**src/rtl/core/cbl_pkg.sv**
```systemverilog
`default_nettype none
package cbl_pkg;

  localparam int MASK_W   = 32;
  localparam int BLOCK_W  = 3;
  localparam int BIT_W    = 5;
  localparam int LIGHT_W  = 8;
  localparam int CLNUM_W  = 12;
  localparam int OFFSET_W = 21;
  localparam int TOTAL_W  = 9;
  localparam int COUNT_W  = 9;

  localparam int MAX_LIGHTS_DEF    = 256;
  localparam int CLUSTER_COUNT_DEF = 4096;
  localparam int QUEUE_DEPTH       = 2;

  localparam logic [OFFSET_W-1:0] OFFSET_MAX = '1;
  localparam logic [TOTAL_W-1:0]  TOTAL_MAX  = '1;

  typedef enum logic {
    KIND_LIGHT   = 1'b0,
    KIND_CLUSTER = 1'b1
  } record_kind_t;

  // One queued word: the mask already has uncounted blocks zeroed.
  typedef struct packed {
    logic [MASK_W-1:0]  mask;
    logic [BLOCK_W-1:0] block;
    logic               frame_start;
    logic               cluster_end;
  } cbl_word_t;

  // Index of the single set bit of a one-hot word.
  function automatic logic [BIT_W-1:0] onehot_index(input logic [MASK_W-1:0] onehot);
    logic [BIT_W-1:0] idx;
    idx = '0;
    for (int i = 0; i < MASK_W; i++) begin
      if (onehot[i]) begin
        idx = idx | BIT_W'(i);
      end
    end
    return idx;
  endfunction

endpackage
`default_nettype wire

```
**src/rtl/core/cbl_front.sv**
```systemverilog
`default_nettype none
module cbl_front #(
  parameter int MAX_LIGHTS = cbl_pkg::MAX_LIGHTS_DEF
) (
  input  wire logic                          clk,
  input  wire logic                          rst,
  input  wire logic                          cfg_we,
  input  wire logic [cbl_pkg::COUNT_W-1:0]   cfg_wdata,
  input  wire logic                          in_valid,
  output logic                               in_ready,
  input  wire logic [cbl_pkg::MASK_W-1:0]    mask_word,
  input  wire logic [cbl_pkg::BLOCK_W-1:0]   block_number,
  input  wire logic                          frame_start,
  input  wire logic                          cluster_end,
  input  wire logic                          q_full,
  output logic                               q_push,
  output cbl_pkg::cbl_word_t                 q_data
);
  import cbl_pkg::*;

  localparam int LW = 11;
  localparam logic [LW-1:0] MaxLights = LW'(MAX_LIGHTS);

  logic [COUNT_W-1:0] light_count;
  logic [LW-1:0]      lights;
  logic               counted;

  always_ff @(posedge clk) begin
    if (rst) begin
      light_count <= '0;
    end else if (cfg_we) begin
      light_count <= cfg_wdata;
    end
  end

  // A block counts when its first light lies below the clamped light count.
  always_comb begin
    lights  = (LW'(light_count) > MaxLights) ? MaxLights : LW'(light_count);
    counted = (LW'({block_number, 5'b00000}) < lights);
  end

  assign in_ready = !q_full;
  assign q_push   = in_valid && !q_full;

  always_comb begin
    q_data.mask        = counted ? mask_word : '0;
    q_data.block       = block_number;
    q_data.frame_start = frame_start;
    q_data.cluster_end = cluster_end;
  end

endmodule
`default_nettype wire

```
**src/rtl/core/cbl_queue.sv**
```systemverilog
`default_nettype none
module cbl_queue (
  input  wire logic        clk,
  input  wire logic        rst,
  input  wire logic        push,
  input  wire cbl_pkg::cbl_word_t push_data,
  output logic             full,
  input  wire logic        pop,
  output logic             not_empty,
  output cbl_pkg::cbl_word_t pop_data
);
  import cbl_pkg::*;

  localparam int PW = (QUEUE_DEPTH > 1) ? $clog2(QUEUE_DEPTH) : 1;
  localparam int CW = $clog2(QUEUE_DEPTH + 1);

  cbl_word_t         slots [QUEUE_DEPTH];
  logic [PW-1:0]     wr_ptr;
  logic [PW-1:0]     rd_ptr;
  logic [CW-1:0]     count;

  function automatic logic [PW-1:0] bump(input logic [PW-1:0] p);
    return (p == PW'(QUEUE_DEPTH - 1)) ? '0 : p + PW'(1);
  endfunction

  assign full      = (count == CW'(QUEUE_DEPTH));
  assign not_empty = (count != '0);
  assign pop_data  = slots[rd_ptr];

  always_ff @(posedge clk) begin
    if (push) begin
      slots[wr_ptr] <= push_data;
    end
  end

  always_ff @(posedge clk) begin
    if (rst) begin
      wr_ptr <= '0;
      rd_ptr <= '0;
      count  <= '0;
    end else begin
      if (push) begin
        wr_ptr <= bump(wr_ptr);
      end
      if (pop) begin
        rd_ptr <= bump(rd_ptr);
      end
      if (push && !pop) begin
        count <= count + CW'(1);
      end else if (pop && !push) begin
        count <= count - CW'(1);
      end
    end
  end

`ifndef NO_ASSERTIONS
  a_no_overflow: assert property (@(posedge clk) disable iff (rst)
    full |-> !push) else $error("queue pushed while full");
  a_no_underflow: assert property (@(posedge clk) disable iff (rst)
    pop |-> not_empty) else $error("queue popped while empty");
  a_count_bound: assert property (@(posedge clk) disable iff (rst)
    count <= CW'(QUEUE_DEPTH)) else $error("queue count out of range");
`endif

endmodule
`default_nettype wire

```
**src/rtl/core/cbl_back.sv**
```systemverilog
`default_nettype none
module cbl_back #(
  parameter int CLUSTER_COUNT = cbl_pkg::CLUSTER_COUNT_DEF
) (
  input  wire logic                           clk,
  input  wire logic                           rst,
  input  wire logic                           q_not_empty,
  input  wire cbl_pkg::cbl_word_t             q_data,
  output logic                                q_pop,
  output logic                                out_valid,
  input  wire logic                           out_ready,
  output logic                                record_kind,
  output logic [cbl_pkg::LIGHT_W-1:0]         light_number,
  output logic [cbl_pkg::CLNUM_W-1:0]         cluster_number,
  output logic [cbl_pkg::OFFSET_W-1:0]        list_offset,
  output logic [cbl_pkg::TOTAL_W-1:0]         cluster_light_total,
  output logic                                last
);
  import cbl_pkg::*;

  localparam int CW = (CLUSTER_COUNT > 1) ? $clog2(CLUSTER_COUNT) : 1;
  localparam int XW = (CW > CLNUM_W) ? CW : CLNUM_W;

  logic [OFFSET_W-1:0] running_offset;
  logic [CW-1:0]       cluster_no;
  logic [OFFSET_W-1:0] cluster_start;
  logic [TOTAL_W-1:0]  cluster_total;
  logic                cluster_open;

  logic [MASK_W-1:0]   cur_mask;
  logic [BLOCK_W-1:0]  cur_block;
  logic                cur_end;

  logic                busy;
  logic                emit;
  logic                light_emit;
  logic                cluster_emit;
  logic [MASK_W-1:0]   low_bit;
  logic [MASK_W-1:0]   rest_mask;
  logic [BIT_W-1:0]    bit_idx;
  logic [OFFSET_W-1:0] ro_base;
  logic [CW-1:0]       cno_base;
  logic                open_base;
  logic [XW-1:0]       cno_ext;

  assign busy         = (cur_mask != '0) || cur_end;
  assign q_pop        = q_not_empty && !busy;
  assign emit         = busy && (!out_valid || out_ready);
  assign light_emit   = emit && (cur_mask != '0);
  assign cluster_emit = emit && (cur_mask == '0);

  // Isolate the lowest set bit; the rest of the mask waits for later cycles.
  assign low_bit   = cur_mask & (~cur_mask + MASK_W'(1));
  assign rest_mask = cur_mask & ~low_bit;
  assign bit_idx   = onehot_index(low_bit);
  assign cno_ext   = XW'(cluster_no);

  always_comb begin
    ro_base   = q_data.frame_start ? '0 : running_offset;
    cno_base  = q_data.frame_start ? '0 : cluster_no;
    open_base = q_data.frame_start ? 1'b0 : cluster_open;
  end

  always_ff @(posedge clk) begin
    if (rst) begin
      running_offset <= '0;
      cluster_no     <= '0;
      cluster_start  <= '0;
      cluster_total  <= '0;
      cluster_open   <= 1'b0;
      cur_mask       <= '0;
      cur_end        <= 1'b0;
      cur_block      <= '0;
    end else if (q_pop) begin
      running_offset <= ro_base;
      cluster_no     <= cno_base;
      cluster_open   <= 1'b1;
      if (!open_base) begin
        cluster_start <= ro_base;
        cluster_total <= '0;
      end
      cur_mask  <= q_data.mask;
      cur_block <= q_data.block;
      cur_end   <= q_data.cluster_end;
    end else if (light_emit) begin
      cur_mask <= rest_mask;
      if (running_offset != OFFSET_MAX) begin
        running_offset <= running_offset + OFFSET_W'(1);
      end
      if (cluster_total != TOTAL_MAX) begin
        cluster_total <= cluster_total + TOTAL_W'(1);
      end
    end else if (cluster_emit) begin
      cur_end      <= 1'b0;
      cluster_open <= 1'b0;
      cluster_no   <= (cluster_no == CW'(CLUSTER_COUNT - 1)) ? '0 : cluster_no + CW'(1);
    end
  end

  always_ff @(posedge clk) begin
    if (rst) begin
      out_valid <= 1'b0;
    end else if (emit) begin
      out_valid <= 1'b1;
    end else if (out_ready) begin
      out_valid <= 1'b0;
    end
  end

  always_ff @(posedge clk) begin
    if (light_emit) begin
      record_kind         <= KIND_LIGHT;
      light_number        <= {cur_block, bit_idx};
      cluster_number      <= cno_ext[CLNUM_W-1:0];
      list_offset         <= running_offset;
      cluster_light_total <= '0;
      last                <= (rest_mask == '0) && !cur_end;
    end else if (cluster_emit) begin
      record_kind         <= KIND_CLUSTER;
      light_number        <= '0;
      cluster_number      <= cno_ext[CLNUM_W-1:0];
      list_offset         <= cluster_start;
      cluster_light_total <= cluster_total;
      last                <= 1'b1;
    end
  end

`ifndef NO_ASSERTIONS
  a_cluster_last: assert property (@(posedge clk) disable iff (rst)
    out_valid && (record_kind == KIND_CLUSTER) |-> last)
    else $error("cluster record not marked last");
  a_busy_open: assert property (@(posedge clk) disable iff (rst)
    busy |-> cluster_open) else $error("word in progress without an open cluster");
  a_frame_clear: assert property (@(posedge clk) disable iff (rst)
    q_pop && q_data.frame_start |=> (running_offset == '0) && (cluster_no == '0))
    else $error("frame start did not clear the offset");
`endif

endmodule
`default_nettype wire

```
**src/rtl/core/cluster_bitmask_list_compactor_top.sv**
```systemverilog
// Cluster bitmask list compactor.
// Input channel (in_valid/in_ready): one 32-bit membership word per transfer, with its
// block number, a frame_start flag and a cluster_end flag. Words of blocks at or beyond
// ceil(light_count/32) contribute no lights; their cluster_end still counts.
// Output channel (out_valid/out_ready): one record per transfer. A light record gives
// block*32+bit for each set bit, lowest first; a cluster record follows a cluster's last
// word with its list offset and light total. last marks a word's final record.
// light_count is written through cfg_we/cfg_wdata; write it only while the block is idle, which it does not enforce.
// Words enter a two-entry queue from the front; the back pops a word only when it holds
// no unfinished word and then emits one record per cycle while the output is not stalled:
// one light record per counted set bit, then a cluster record if cluster_end is set. The
// first record of a word passes the queue, the back's current word and the output register.
// When the receiver stalls, the output register holds its record, the back stops and
// the queue fills; in_ready falls only once the queue is full.
// Reset clears light_count to zero, the running offset, cluster number, the queue and
// out_valid; the record fields of the output register are not reset.
`default_nettype none
module cluster_bitmask_list_compactor_top #(
  parameter int MAX_LIGHTS    = cbl_pkg::MAX_LIGHTS_DEF,
  parameter int CLUSTER_COUNT = cbl_pkg::CLUSTER_COUNT_DEF
) (
  input  wire logic                          clk,
  input  wire logic                          rst,
  input  wire logic                          cfg_we,
  input  wire logic [cbl_pkg::COUNT_W-1:0]   cfg_wdata,
  input  wire logic                          in_valid,
  output logic                               in_ready,
  input  wire logic [cbl_pkg::MASK_W-1:0]    mask_word,
  input  wire logic [cbl_pkg::BLOCK_W-1:0]   block_number,
  input  wire logic                          frame_start,
  input  wire logic                          cluster_end,
  output logic                               out_valid,
  input  wire logic                          out_ready,
  output logic                               record_kind,
  output logic [cbl_pkg::LIGHT_W-1:0]        light_number,
  output logic [cbl_pkg::CLNUM_W-1:0]        cluster_number,
  output logic [cbl_pkg::OFFSET_W-1:0]       list_offset,
  output logic [cbl_pkg::TOTAL_W-1:0]        cluster_light_total,
  output logic                               last
);
  import cbl_pkg::*;

  logic      q_full;
  logic      q_push;
  logic      q_pop;
  logic      q_not_empty;
  cbl_word_t q_in;
  cbl_word_t q_out;

  cbl_front #(.MAX_LIGHTS(MAX_LIGHTS)) u_front (
    .clk          (clk),
    .rst          (rst),
    .cfg_we       (cfg_we),
    .cfg_wdata    (cfg_wdata),
    .in_valid     (in_valid),
    .in_ready     (in_ready),
    .mask_word    (mask_word),
    .block_number (block_number),
    .frame_start  (frame_start),
    .cluster_end  (cluster_end),
    .q_full       (q_full),
    .q_push       (q_push),
    .q_data       (q_in)
  );

  cbl_queue u_queue (
    .clk       (clk),
    .rst       (rst),
    .push      (q_push),
    .push_data (q_in),
    .full      (q_full),
    .pop       (q_pop),
    .not_empty (q_not_empty),
    .pop_data  (q_out)
  );

  cbl_back #(.CLUSTER_COUNT(CLUSTER_COUNT)) u_back (
    .clk                 (clk),
    .rst                 (rst),
    .q_not_empty         (q_not_empty),
    .q_data              (q_out),
    .q_pop               (q_pop),
    .out_valid           (out_valid),
    .out_ready           (out_ready),
    .record_kind         (record_kind),
    .light_number        (light_number),
    .cluster_number      (cluster_number),
    .list_offset         (list_offset),
    .cluster_light_total (cluster_light_total),
    .last                (last)
  );

endmodule
`default_nettype wire
```
**config.mk**
```make
export PLATFORM = sky130hd
export DESIGN_NAME = cluster_bitmask_list_compactor_top
export DESIGN_NICKNAME = d
export VERILOG_FILES = /design/src/rtl/core/cbl_pkg.sv /design/src/rtl/core/cbl_front.sv /design/src/rtl/core/cbl_queue.sv /design/src/rtl/core/cbl_back.sv /design/src/rtl/core/cluster_bitmask_list_compactor_top.sv
export SDC_FILE = /design/constraint.sdc
export NUM_CORES = 1
export LEC_CHECK = 0
export BUFFER_PORTS_ARGS = -buffer_cell sky130_fd_sc_hd__clkbuf_2
export CORE_MARGIN = 3
export CORE_UTILIZATION = 53
export CTS_BUF_LIST = sky130_fd_sc_hd__clkbuf_16
export DETAILED_ROUTE_END_ITERATION = 10
export PLACE_DENSITY = 0.76
export SLEW_MARGIN = 20
export SYNTH_ARGS = -nofsm -noshare
export SYNTH_HDL_FRONTEND = slang
export SYNTH_HIERARCHICAL = 1
export SYNTH_SLANG_ARGS = --single-unit
export TNS_END_PERCENT = 10
```
**constraint.sdc**
```tcl
create_clock -name clk -period 3.4 [get_ports clk]
set_input_delay 0.51 -clock clk [delete_from_list [all_inputs] [get_ports clk]]
set_output_delay 0.51 -clock clk [all_outputs]
set_load 0.05 [all_outputs]
```
==> After elaboration in Yosys (flattened, before gate mapping) <==
Memory sizes are Yosys's and may differ from the RTL's. A register that Yosys moved wholly into a read port is not among the register bits.
Cells that the tools add are included.
{ "op_classes": {"n_mux": 126, "add_sub_neg": 8, "order_cmp": 2, "n_eq_ne": 8, "n_bitwise": 4, "reduce_logical": 35} }
{ "ops": {"columns": ["operator", "count"], "rows": [
  ["$mux W21", 18],
  ["$mux W32", 6],
  ["$mux W12", 14],
  ["$mux W9", 17],
  ["$mux W5", 16],
  ["$and A32 B32 Y32", 2],
  ["$logic_not A32 Y1", 2],
  ["$not A32 Y32", 2],
  ["$add A32 B1 Y32 const B", 1],
  ["$mux W4", 8],
  ["$reduce_bool A32 Y1", 1],
  ["$mux W1", 31],
  ["$mux W8", 3],
  ["$add A21 B1 Y21 const B", 1],
  ["$ne A21 B21 Y1 const B", 1],
  ["$mux W3", 6],
  ["$reduce_bool A3 Y1", 6],
  ["$mux W2", 7],
  ["$add A12 B1 Y12 const B", 1],
  ["$eq A12 B12 Y1 const B", 1],
  ["$lt A8 B11 Y1", 1],
  ["$reduce_bool A2 Y1", 5],
  ["$add A9 B1 Y9 const B", 1],
  ["$gt A9 B9 Y1 const B", 1],
  ["other kinds (13)", 31]
]} }
{ "word_totals": {"n_memories": 1, "elab_cells": 203, "input_bits": 51, "out_inout_bits": 54, "register_bits": 166, "mem_bits_rw": 74} }
{ "mem_list": {"columns": ["memory", "depth", "width", "read_ports", "rd_clocked_by_memory_dff", "wr", "line_no", "text"], "rows": [
  ["u_queue.slots", 2, 37, 1, 1, 1, "cbl_queue.sv:17", "cbl_word_t slots [QUEUE_DEPTH];"]
]} }

==> Depth between registers and ports, before layout <==
Gate-level depths: netlist of run 1.
{ "logic_depth": {"ltp_word": 35, "depth_mapped": 11, "depth_no_buf": 9} }

==> By module <==
The synthesis of run 1 kept the hierarchy.
{ "by_module_without_submodules": {"columns": ["mod", "cells_per_inst", "instances", "seq_area_each_um2", "area_per_inst_um2"], "rows": [
  ["cbl_back", 805, 1, 3483.3, 7029.2],
  ["cbl_queue", 137, 1, 2322.2, 2887.8],
  ["cbl_front", 86, 1, 180.2, 698.2]
]} }

==> Least setup slack after synthesis of run 1 <==
OpenSTA, ideal clock, no wires.
{ "synth_timing": {"path_kind": "register -> register", "startpoint": "register u_back.cur_mask[8]", "endpoint": "register u_back.record_kind", "setup_ps": 118, "slack_ps": -5, "synth_period_minus_slack_ps": 3405, "t_required_ps": 3282, "arrival_time_ps": 3287, "path_stages_with_launch": 10, "path_buffers": 3, "path_cell_list": "dfxtp_1 buf_6 or4_4 or4_4 buf_6 nor4_1 nand2b_1 clkbuf_1 inv_1 o21a_1"} }
{ "synth_between": {"elab_chain_len": 5, "elab_cells_between_ends": 7, "cone_classes": "7 x reduce/logical"} }
{ "synth_lines": {"columns": ["item", "line_no", "text"], "rows": [
  ["start, declared", "cbl_back.sv:30", "logic [MASK_W-1:0] cur_mask;"],
  ["start signal, assigned", "cbl_back.sv:82", "cur_mask <= q_data.mask;"],
  ["start signal, assigned", "cbl_back.sv:86", "cur_mask <= rest_mask;"],
  ["$reduce_bool A32 Y1", "cbl_back.sv:46, cbl_back.sv:49", null],
  ["$logic_or A1 B1 Y1", "cbl_back.sv:46", "assign busy = (cur_mask != '0) || cur_end;"],
  ["$logic_and A1 B1 Y1", "cbl_back.sv:48", "assign emit = busy && (!out_valid || out_ready);"],
  ["$logic_and A1 B1 Y1, on equally long branches", "cbl_back.sv:50, cbl_back.sv:49", null],
  ["$reduce_bool A2 Y1 (no source line)", null, null],
  ["end signal, assigned", "cbl_back.sv:112", "record_kind <= KIND_LIGHT;"],
  ["end signal, assigned", "cbl_back.sv:119", "record_kind <= KIND_CLUSTER;"],
  ["end, declared", "cbl_back.sv:12", "output logic record_kind,"]
]} }
Several ways; a longest one is shown, not always the timed one.
A chain may end at the register's enable or synchronous reset.

==> Worst setup path after layout of run 1 <==
{ "layout_timing": {"startpoint": "register u_back.cur_mask[8]", "endpoint": "register u_back.cluster_start[3]"} }
{ "layout_between": {"elab_chain_len": 6} }
{ "layout_lines": {"columns": ["item", "line_no", "text"], "rows": [
  ["$reduce_bool A32 Y1", "cbl_back.sv:46", null],
  ["$logic_or A1 B1 Y1", "cbl_back.sv:46", null],
  ["$logic_not A1 Y1", "cbl_back.sv:47", "assign q_pop = q_not_empty && !busy;"],
  ["$logic_and A1 B1 Y1", "cbl_back.sv:47", null],
  ["$reduce_bool A2 Y1 (no source line)", null, null],
  ["$reduce_and A2 Y1 (no source line)", null, null],
  ["end signal, assigned", "cbl_back.sv:79", "cluster_start <= ro_base;"],
  ["end, declared", "cbl_back.sv:26", "logic [OFFSET_W-1:0] cluster_start;"]
]} }
Every way passes these cells.

==> results.yml, run 1 <==
floorplan:
  design.portCount: 105
  start_util: 0.542
  dieArea_sq_mm: 0.0218
  design.core.area_sq_mm: 0.0196
  fp.dieW_microns: 148
  placementRows: 51
  dieHeight_microns: 148
yosys:
  ys_async_sr_fraction: 0
  most_frequent_cell_after_synthesis: "sky130_fd_sc_hd__nand2_1"
  seq_area_frac_synth: 0.564
  synth.lib_cells_used.distinct: 70
  synth.largest_area_cell: "sky130_fd_sc_hd__edfxtp_1"
  synthesis.area_sq_mm: 0.0106
  yosysWarnings: 6
  synth_common_cells: "sky130_fd_sc_hd__nand2_1, sky130_fd_sc_hd__dfxtp_1, sky130_fd_sc_hd__edfxtp_1"
  synthCells: 1028
  synth_flop_cell: "sky130_fd_sc_hd__dfxtp_1"
  synth_top_cell_area_share: 0.328
  synth_enable_flop_cells: 116
  syn_nets: 1087
  synth_area_leaders: "sky130_fd_sc_hd__edfxtp_1, sky130_fd_sc_hd__dfxtp_1, sky130_fd_sc_hd__nand2_1"
  synth_seq_cells: 241
  syn_area_per_cell_sq_um: 10.3
place:
  gp_routability_congestion: 0.929
  buffer_ports.inserted: 104
  post-dp-hpwl_mm: 16.1
route:
  viasPerCell: 5.79
  dr.first_iter.drc_count: 620
  drt-total-wl_mm: 24.0
  drt-wirelength-per-cell_microns: 17.1
  remaining_drc_errors: 0
  detailroute.via_count: 8129
  drtAntennaViolNets: 0
  drt_pre_antenna_iters: 5
clock_tree:
  cts.root.buffer_cell: "sky130_fd_sc_hd__clkbuf_16"
  cts_tree: "yes"
  cts_hold_repair.buffers: 0
  clk_pin_slew_ps: 60
  postCtsResizedCells: 0
  clock_sink_count: 241
  cts_max_level: 1
  clock_insertion_delay_worst_skew_ps: 510
  numCtsBuffers: 25
  ctsLongestPathBuffers: 3
  number_of_buffers_added_for_setup_after_cts: 0
setup_path:
  critPathKind: "reg -> reg"
  critPathCaptureType: "register"
  worst-path-max-fanout: 21
  critPathLaunchType: "register"
  required_ps: 3830
  worst-endpoint-arrival_ps: 3660
grt:
  number_of_global_route_vias_before_repair: 7899
  global_route.overflow_total: 0
  maximum_number_of_pins_on_one_net_before_global_route_repair: 53
  grt_pass1_wl_mm: 39.5
  initial_antenna_violation_count: 0
  globalRouteTotalUtil: 0.219
timing:
  rsz_0062_raised_after_global_routing: "false"
  fmax_mhz: 310
  count_of_final_setup_violators: 0
  tightest_slew_margin_relative_to_the_limit: 0.421
  final.period_utilization: 0.949
  clock_skew_ps: 10.9
  tightestPinTransition_ps: 863
  timing.final.hold_violations: 0
  slew_violations: 0
  final.min_clock_period_ps: 3230
  fin_setup_tns_ps: 0
worst_hold_path:
  worst_hold_path_type: "in -> reg"
finish:
  final.fill_count: 1634
  post_route_cells_drive_above_1_share: 0.203
  diodes: 0
  area_growth_pct: 14.6
  sequential_cell_area_sq_mm: 0.00599
  multiInputGateArea_sq_mm: 0.00425
  finalNetCount: 1181
outcome:
  status: "finished, final reports clean"
flow_run:
  maxCapViolCount: 0
-- critical path, stage by stage, from the launching register on --
cell                      delay, ps
sky130_fd_sc_hd__dfxtp_1        390
sky130_fd_sc_hd__or4_4          600
sky130_fd_sc_hd__or4_4          610
sky130_fd_sc_hd__or4_1          550
sky130_fd_sc_hd__buf_4          230
sky130_fd_sc_hd__a21oi_1        150
sky130_fd_sc_hd__buf_4          280
sky130_fd_sc_hd__nand3_1        120
sky130_fd_sc_hd__a21oi_1        190
-- layer usage --
metal / track usage / wire (microns) / vias to the layer above
met4: 0.0657 / 647 / 0
met5: 0 / 0 / -
met3: 0.0331 / 1310 / 54
li1: - / - / 3974
met2: 0.379 / 12000 / 238
met1: 0.285 / 10000 / 3863
-- logic make-up after synthesis --
| logic type | Yosys count | share of synthesized area |
|---|---|---|
| adders and majority gates | 11 | 0.0123 |
| AOI/OAI and AO/OA | 208 | 0.126 |
| DFF | 241 | 0.564 |
| buffers and inverters | 90 | 0.0397 |
| muxes | 52 | 0.0536 |
| and+or+nand+nor | 413 | 0.194 |
| xor gates and xnor gates | 13 | 0.0107 |
-- cells in the final DEF, fill, tap and decap left out, types with 25 or more instances in the layout --
cell / count
sky130_fd_sc_hd__buf_4: 31
sky130_fd_sc_hd__inv_1: 27
sky130_fd_sc_hd__dfxtp_1: 125
sky130_fd_sc_hd__clkbuf_2: 103
sky130_fd_sc_hd__mux2_2: 39
sky130_fd_sc_hd__nand3_1: 35
sky130_fd_sc_hd__edfxtp_1: 116
sky130_fd_sc_hd__nor2_1: 61
sky130_fd_sc_hd__a21oi_1: 74
sky130_fd_sc_hd__clkbuf_16: 25
sky130_fd_sc_hd__o21ai_0: 33
sky130_fd_sc_hd__nand2_1: 158
sky130_fd_sc_hd__and3_1: 34
-- registers in the layout, summed over array words and instances (netlist names), named ones only --
signal	count
u_back/cluster_total	9
u_back/cluster_number	12
u_queue/rd_ptr	1
u_back/out_valid	1
u_back/last	1
u_queue/wr_ptr	1
u_back/cur_mask	32
u_queue/slots	74
u_back/cluster_light_total	9
u_back/cluster_no	12
u_back/light_number	8
u_back/cur_block	3
u_back/cluster_open	1
u_back/cur_end	1
u_back/list_offset	21
u_back/running_offset	21
u_back/record_kind	1
u_back/cluster_start	21
u_queue/count	2
u_front/light_count	9
-- per-stage QoR --
step / hold WS (ps) / std cells / worst slack [ps] / util / instance area [sq um]
5_1_grt: 186 / 1404 / 53.9 / 0.621 / 12200
4_1_cts: 196 / 1404 / 216 / 0.621 / 12200
2_1_floorplan: 427 / 1028 / 49.4 / - / 10600
3_3_place_gp: 438 / 1360 / 282 / 0.583 / 11400
3_5_place_dp: 444 / 1360 / 231 / 0.583 / 11400
6_report: 210 / 1404 / 173 / 0.621 / 12200
-- final cells by class --
type	instances	share of cell area
Inverter	21	0.00679
Clock inverter	19	0.00956
Clock buffer	25	0.0514
Timing Repair Buffer	136	0.0635
Multi-Input combinational cell	697	0.350
Tap cell	265	0.0272
Sequential cell	241	0.492
-- worst paths after layout --
kind / startpoint / end / slack (ps) / depth (start not counted)
worst min-delay path: frame_start / u_queue/slots[1][1] / 210 / 1
worst max-delay path: u_back/cur_mask[8] / u_back/cluster_start[3] / 170 / 8
worst max register to register: u_back/cur_mask[8] / u_back/cluster_start[3] / 170 / 8
worst min register to register: u_back/cur_block[2] / u_back/cur_block[2] / 450 / 2
Power of run 1 is not shown: default switching activity piles up to over one toggle a cycle in this logic, so the estimate is an artifact.
==> inputs of run 2 (changes only) <==
--- a/config.mk
+++ b/config.mk
@@ -7,10 +7,10 @@
 export LEC_CHECK = 0
 export BUFFER_PORTS_ARGS = -buffer_cell sky130_fd_sc_hd__clkbuf_2
 export CORE_MARGIN = 3
-export CORE_UTILIZATION = 53
+export CORE_UTILIZATION = 64
 export CTS_BUF_LIST = sky130_fd_sc_hd__clkbuf_16
 export DETAILED_ROUTE_END_ITERATION = 10
-export PLACE_DENSITY = 0.76
+export PLACE_DENSITY = 0.85
 export SLEW_MARGIN = 20
 export SYNTH_ARGS = -nofsm -noshare
 export SYNTH_HDL_FRONTEND = slang
==> constraint.sdc (replaced) <==
create_clock -name clk -period 4.05 [get_ports clk]
set_input_delay 0.6075 -clock clk [delete_from_list [all_inputs] [get_ports clk]]
set_output_delay 0.6075 -clock clk [all_outputs]
set_load 0.05 [all_outputs]
==> run 2 against run 1 <==
Sequential cell count stayed put. Die area is 17% lower. Critical path depth stayed put. Critical endpoint is now u_queue/count[1]. Highest routed layer unchanged.
==> results.yml, run 2 (synthesized netlist as in run 1, its figures left out) <==
finish:
  post_route_cells_drive_above_1_share: 0.193
  diodes: 0
  area_growth_pct: 13.4
  registers.top_by_ff_count: "u_queue/slots"
  utilization: 0.749
  instances_no_fill: 1342
  final_common_cell: "sky130_fd_sc_hd__nand2_1"
  final.fill_count: 1102
  finalNetCount: 1167
  biggestRegsByFlops: "u_queue/slots: 74 flops, u_back/cur_mask: 32 flops"
  layout.cells.most_common_list: "sky130_fd_sc_hd__nand2_1, sky130_fd_sc_hd__dfxtp_1, sky130_fd_sc_hd__edfxtp_1"
  max_ffs_per_register: 74
setup_path:
  timing.reg2reg.worst_path_depth: 8
  path_cells: "or4_1 -> or4_4 -> or4_1 -> inv_1 -> inv_1 -> ha_1 -> or3_1 -> a21oi_1"
  worst-path-max-fanout: 21
  worst_r2r_endpoint: "u_queue/count[1]"
  critPathLaunchType: "register"
  r2r_slack_ps: 530
  critPathCaptureType: "register"
  critPathMaxStageDelay_ps: 730
  crit-reg2reg-launch: "u_back/cur_mask[13]"
  critPathKind: "reg -> reg"
  cpMaxStageDelayCell: "sky130_fd_sc_hd__or4_4"
  worst-endpoint-arrival_ps: 3950
  required_ps: 4480
floorplan:
  placementRows: 46
  design.core.area_sq_mm: 0.0161
  design.portCount: 105
  start_util: 0.661
  fp.dieW_microns: 135
  dieHeight_microns: 135
  dieArea_sq_mm: 0.0182
clock_tree:
  numCtsBuffers: 24
  cts_tree: "yes"
  clock_insertion_delay_worst_skew_ps: 510
  ctsLongestPathBuffers: 3
  clock_sink_count: 241
  clk_pin_slew_ps: 60
  cts_max_level: 1
  number_of_buffers_added_for_setup_after_cts: 0
  cts.root.buffer_cell: "sky130_fd_sc_hd__clkbuf_16"
  cts_hold_repair.buffers: 0
  postCtsResizedCells: 0
worst_hold_path:
  worst_hold_path_type: "in -> reg"
  hold_start: "cluster_end"
  min_delay_path_depth: 1
  hold-path-endpoint: "u_queue/slots[1][0]"
timing:
  rsz_0062_raised_after_global_routing: "false"
  count_of_final_setup_violators: 0
  fin_hold_ws_ps: 296
  final.min_clock_period_ps: 3520
  clock_skew_ps: 7.37
  final.period_utilization: 0.869
  fmax_mhz: 284
  slew_violations: 0
  fin_setup_tns_ps: 0
  tightestPinTransition_ps: 869
  tightest_slew_margin_relative_to_the_limit: 0.417
  timing.final.hold_violations: 0
grt:
  number_of_global_route_vias_before_repair: 7655
  grt_pass1_wl_mm: 37.2
  maximum_number_of_pins_on_one_net_before_global_route_repair: 65
  global_route.overflow_total: 0
  globalRouteTotalUtil: 0.248
  initial_antenna_violation_count: 0
route:
  drt-total-wl_mm: 23.0
  drtAntennaViolNets: 0
  viasPerCell: 6.12
  detailroute.via_count: 8218
  drt-wirelength-per-cell_microns: 17.1
  remaining_drc_errors: 0
  dr.first_iter.drc_count: 872
  drt_pre_antenna_iters: 5
place:
  post-dp-hpwl_mm: 15.0
  gp_routability_congestion: 0.936
  buffer_ports.inserted: 104
  dpl.cell_count: 1297
outcome:
  status: "finished, final reports clean"
flow_run:
  maxCapViolCount: 0
-- run 2: changes by cell type in the layout (fill, tap and decap cells not counted) --
cell / delta
sky130_fd_sc_hd__buf_4: -14
sky130_fd_sc_hd__clkinv_1: +4
sky130_fd_sc_hd__inv_1: -3
sky130_fd_sc_hd__buf_12: +1
sky130_fd_sc_hd__bufinv_16: +1
sky130_fd_sc_hd__clkinv_2: -1
sky130_fd_sc_hd__clkinv_8: -1
-- run 2: critical path, delay by kind of cell, from the launching register on --
kind,cells,cell delay [ps]
AO/OA/AOI/OAI,1,140
buffers and inverters,2,350
AND/OR/NAND/NOR,4,2270
adder cells (fa/ha/maj),1,320
flip-flops,1,360
-- run 2: layer usage --
| layer | GRT usage | vias to the layer above | share of wire |
|---|---|---|---|
| met4 | 0.0990 | 0 | 0.034 |
| li1 | - | 3951 | - |
| met5 | 0 | - | 0 |
| met2 | 0.414 | 302 | 0.49 |
| met3 | 0.0346 | 66 | 0.055 |
| met1 | 0.330 | 3899 | 0.43 |
-- run 2: cell type report --
class	count	area [sq um]	area share
clock buffers	25	626	0.0520
clock inverters	19	133	0.0110
inverters	21	78.8	0.00655
multi-input cells	697	4250	0.353
flip-flops and latches	241	5990	0.497
well taps	216	270	0.0225
repair buffers	123	688	0.0572
-- run 2: per-stage QoR --
stage / worst slack (ps) / instance area [sq um]
3_3_place_gp: 640 / 11300
5_1_grt: 372 / 12000
4_1_cts: 557 / 12000
3_5_place_dp: 561 / 11300
6_report: 532 / 12000
2_1_floorplan: 645 / 10600
-- run 2: how the worst max path moves through the flow --
stage | from | endpoint | slack (ps) | cells after the start
after floorplan | u_back/cur_mask[8] | u_back/record_kind | 640 | 9
after global placement | u_back/cur_mask[13] | u_queue/count[1] | 640 | 8
after detailed placement | u_back/cur_mask[13] | u_queue/count[1] | 560 | 8
after CTS | u_back/cur_mask[13] | u_queue/count[1] | 560 | 8
after global routing | u_back/cur_mask[8] | u_back/cluster_no[4] | 370 | 6
final | u_back/cur_mask[13] | u_queue/count[1] | 530 | 8
Power of run 2 is left out for the same reason.
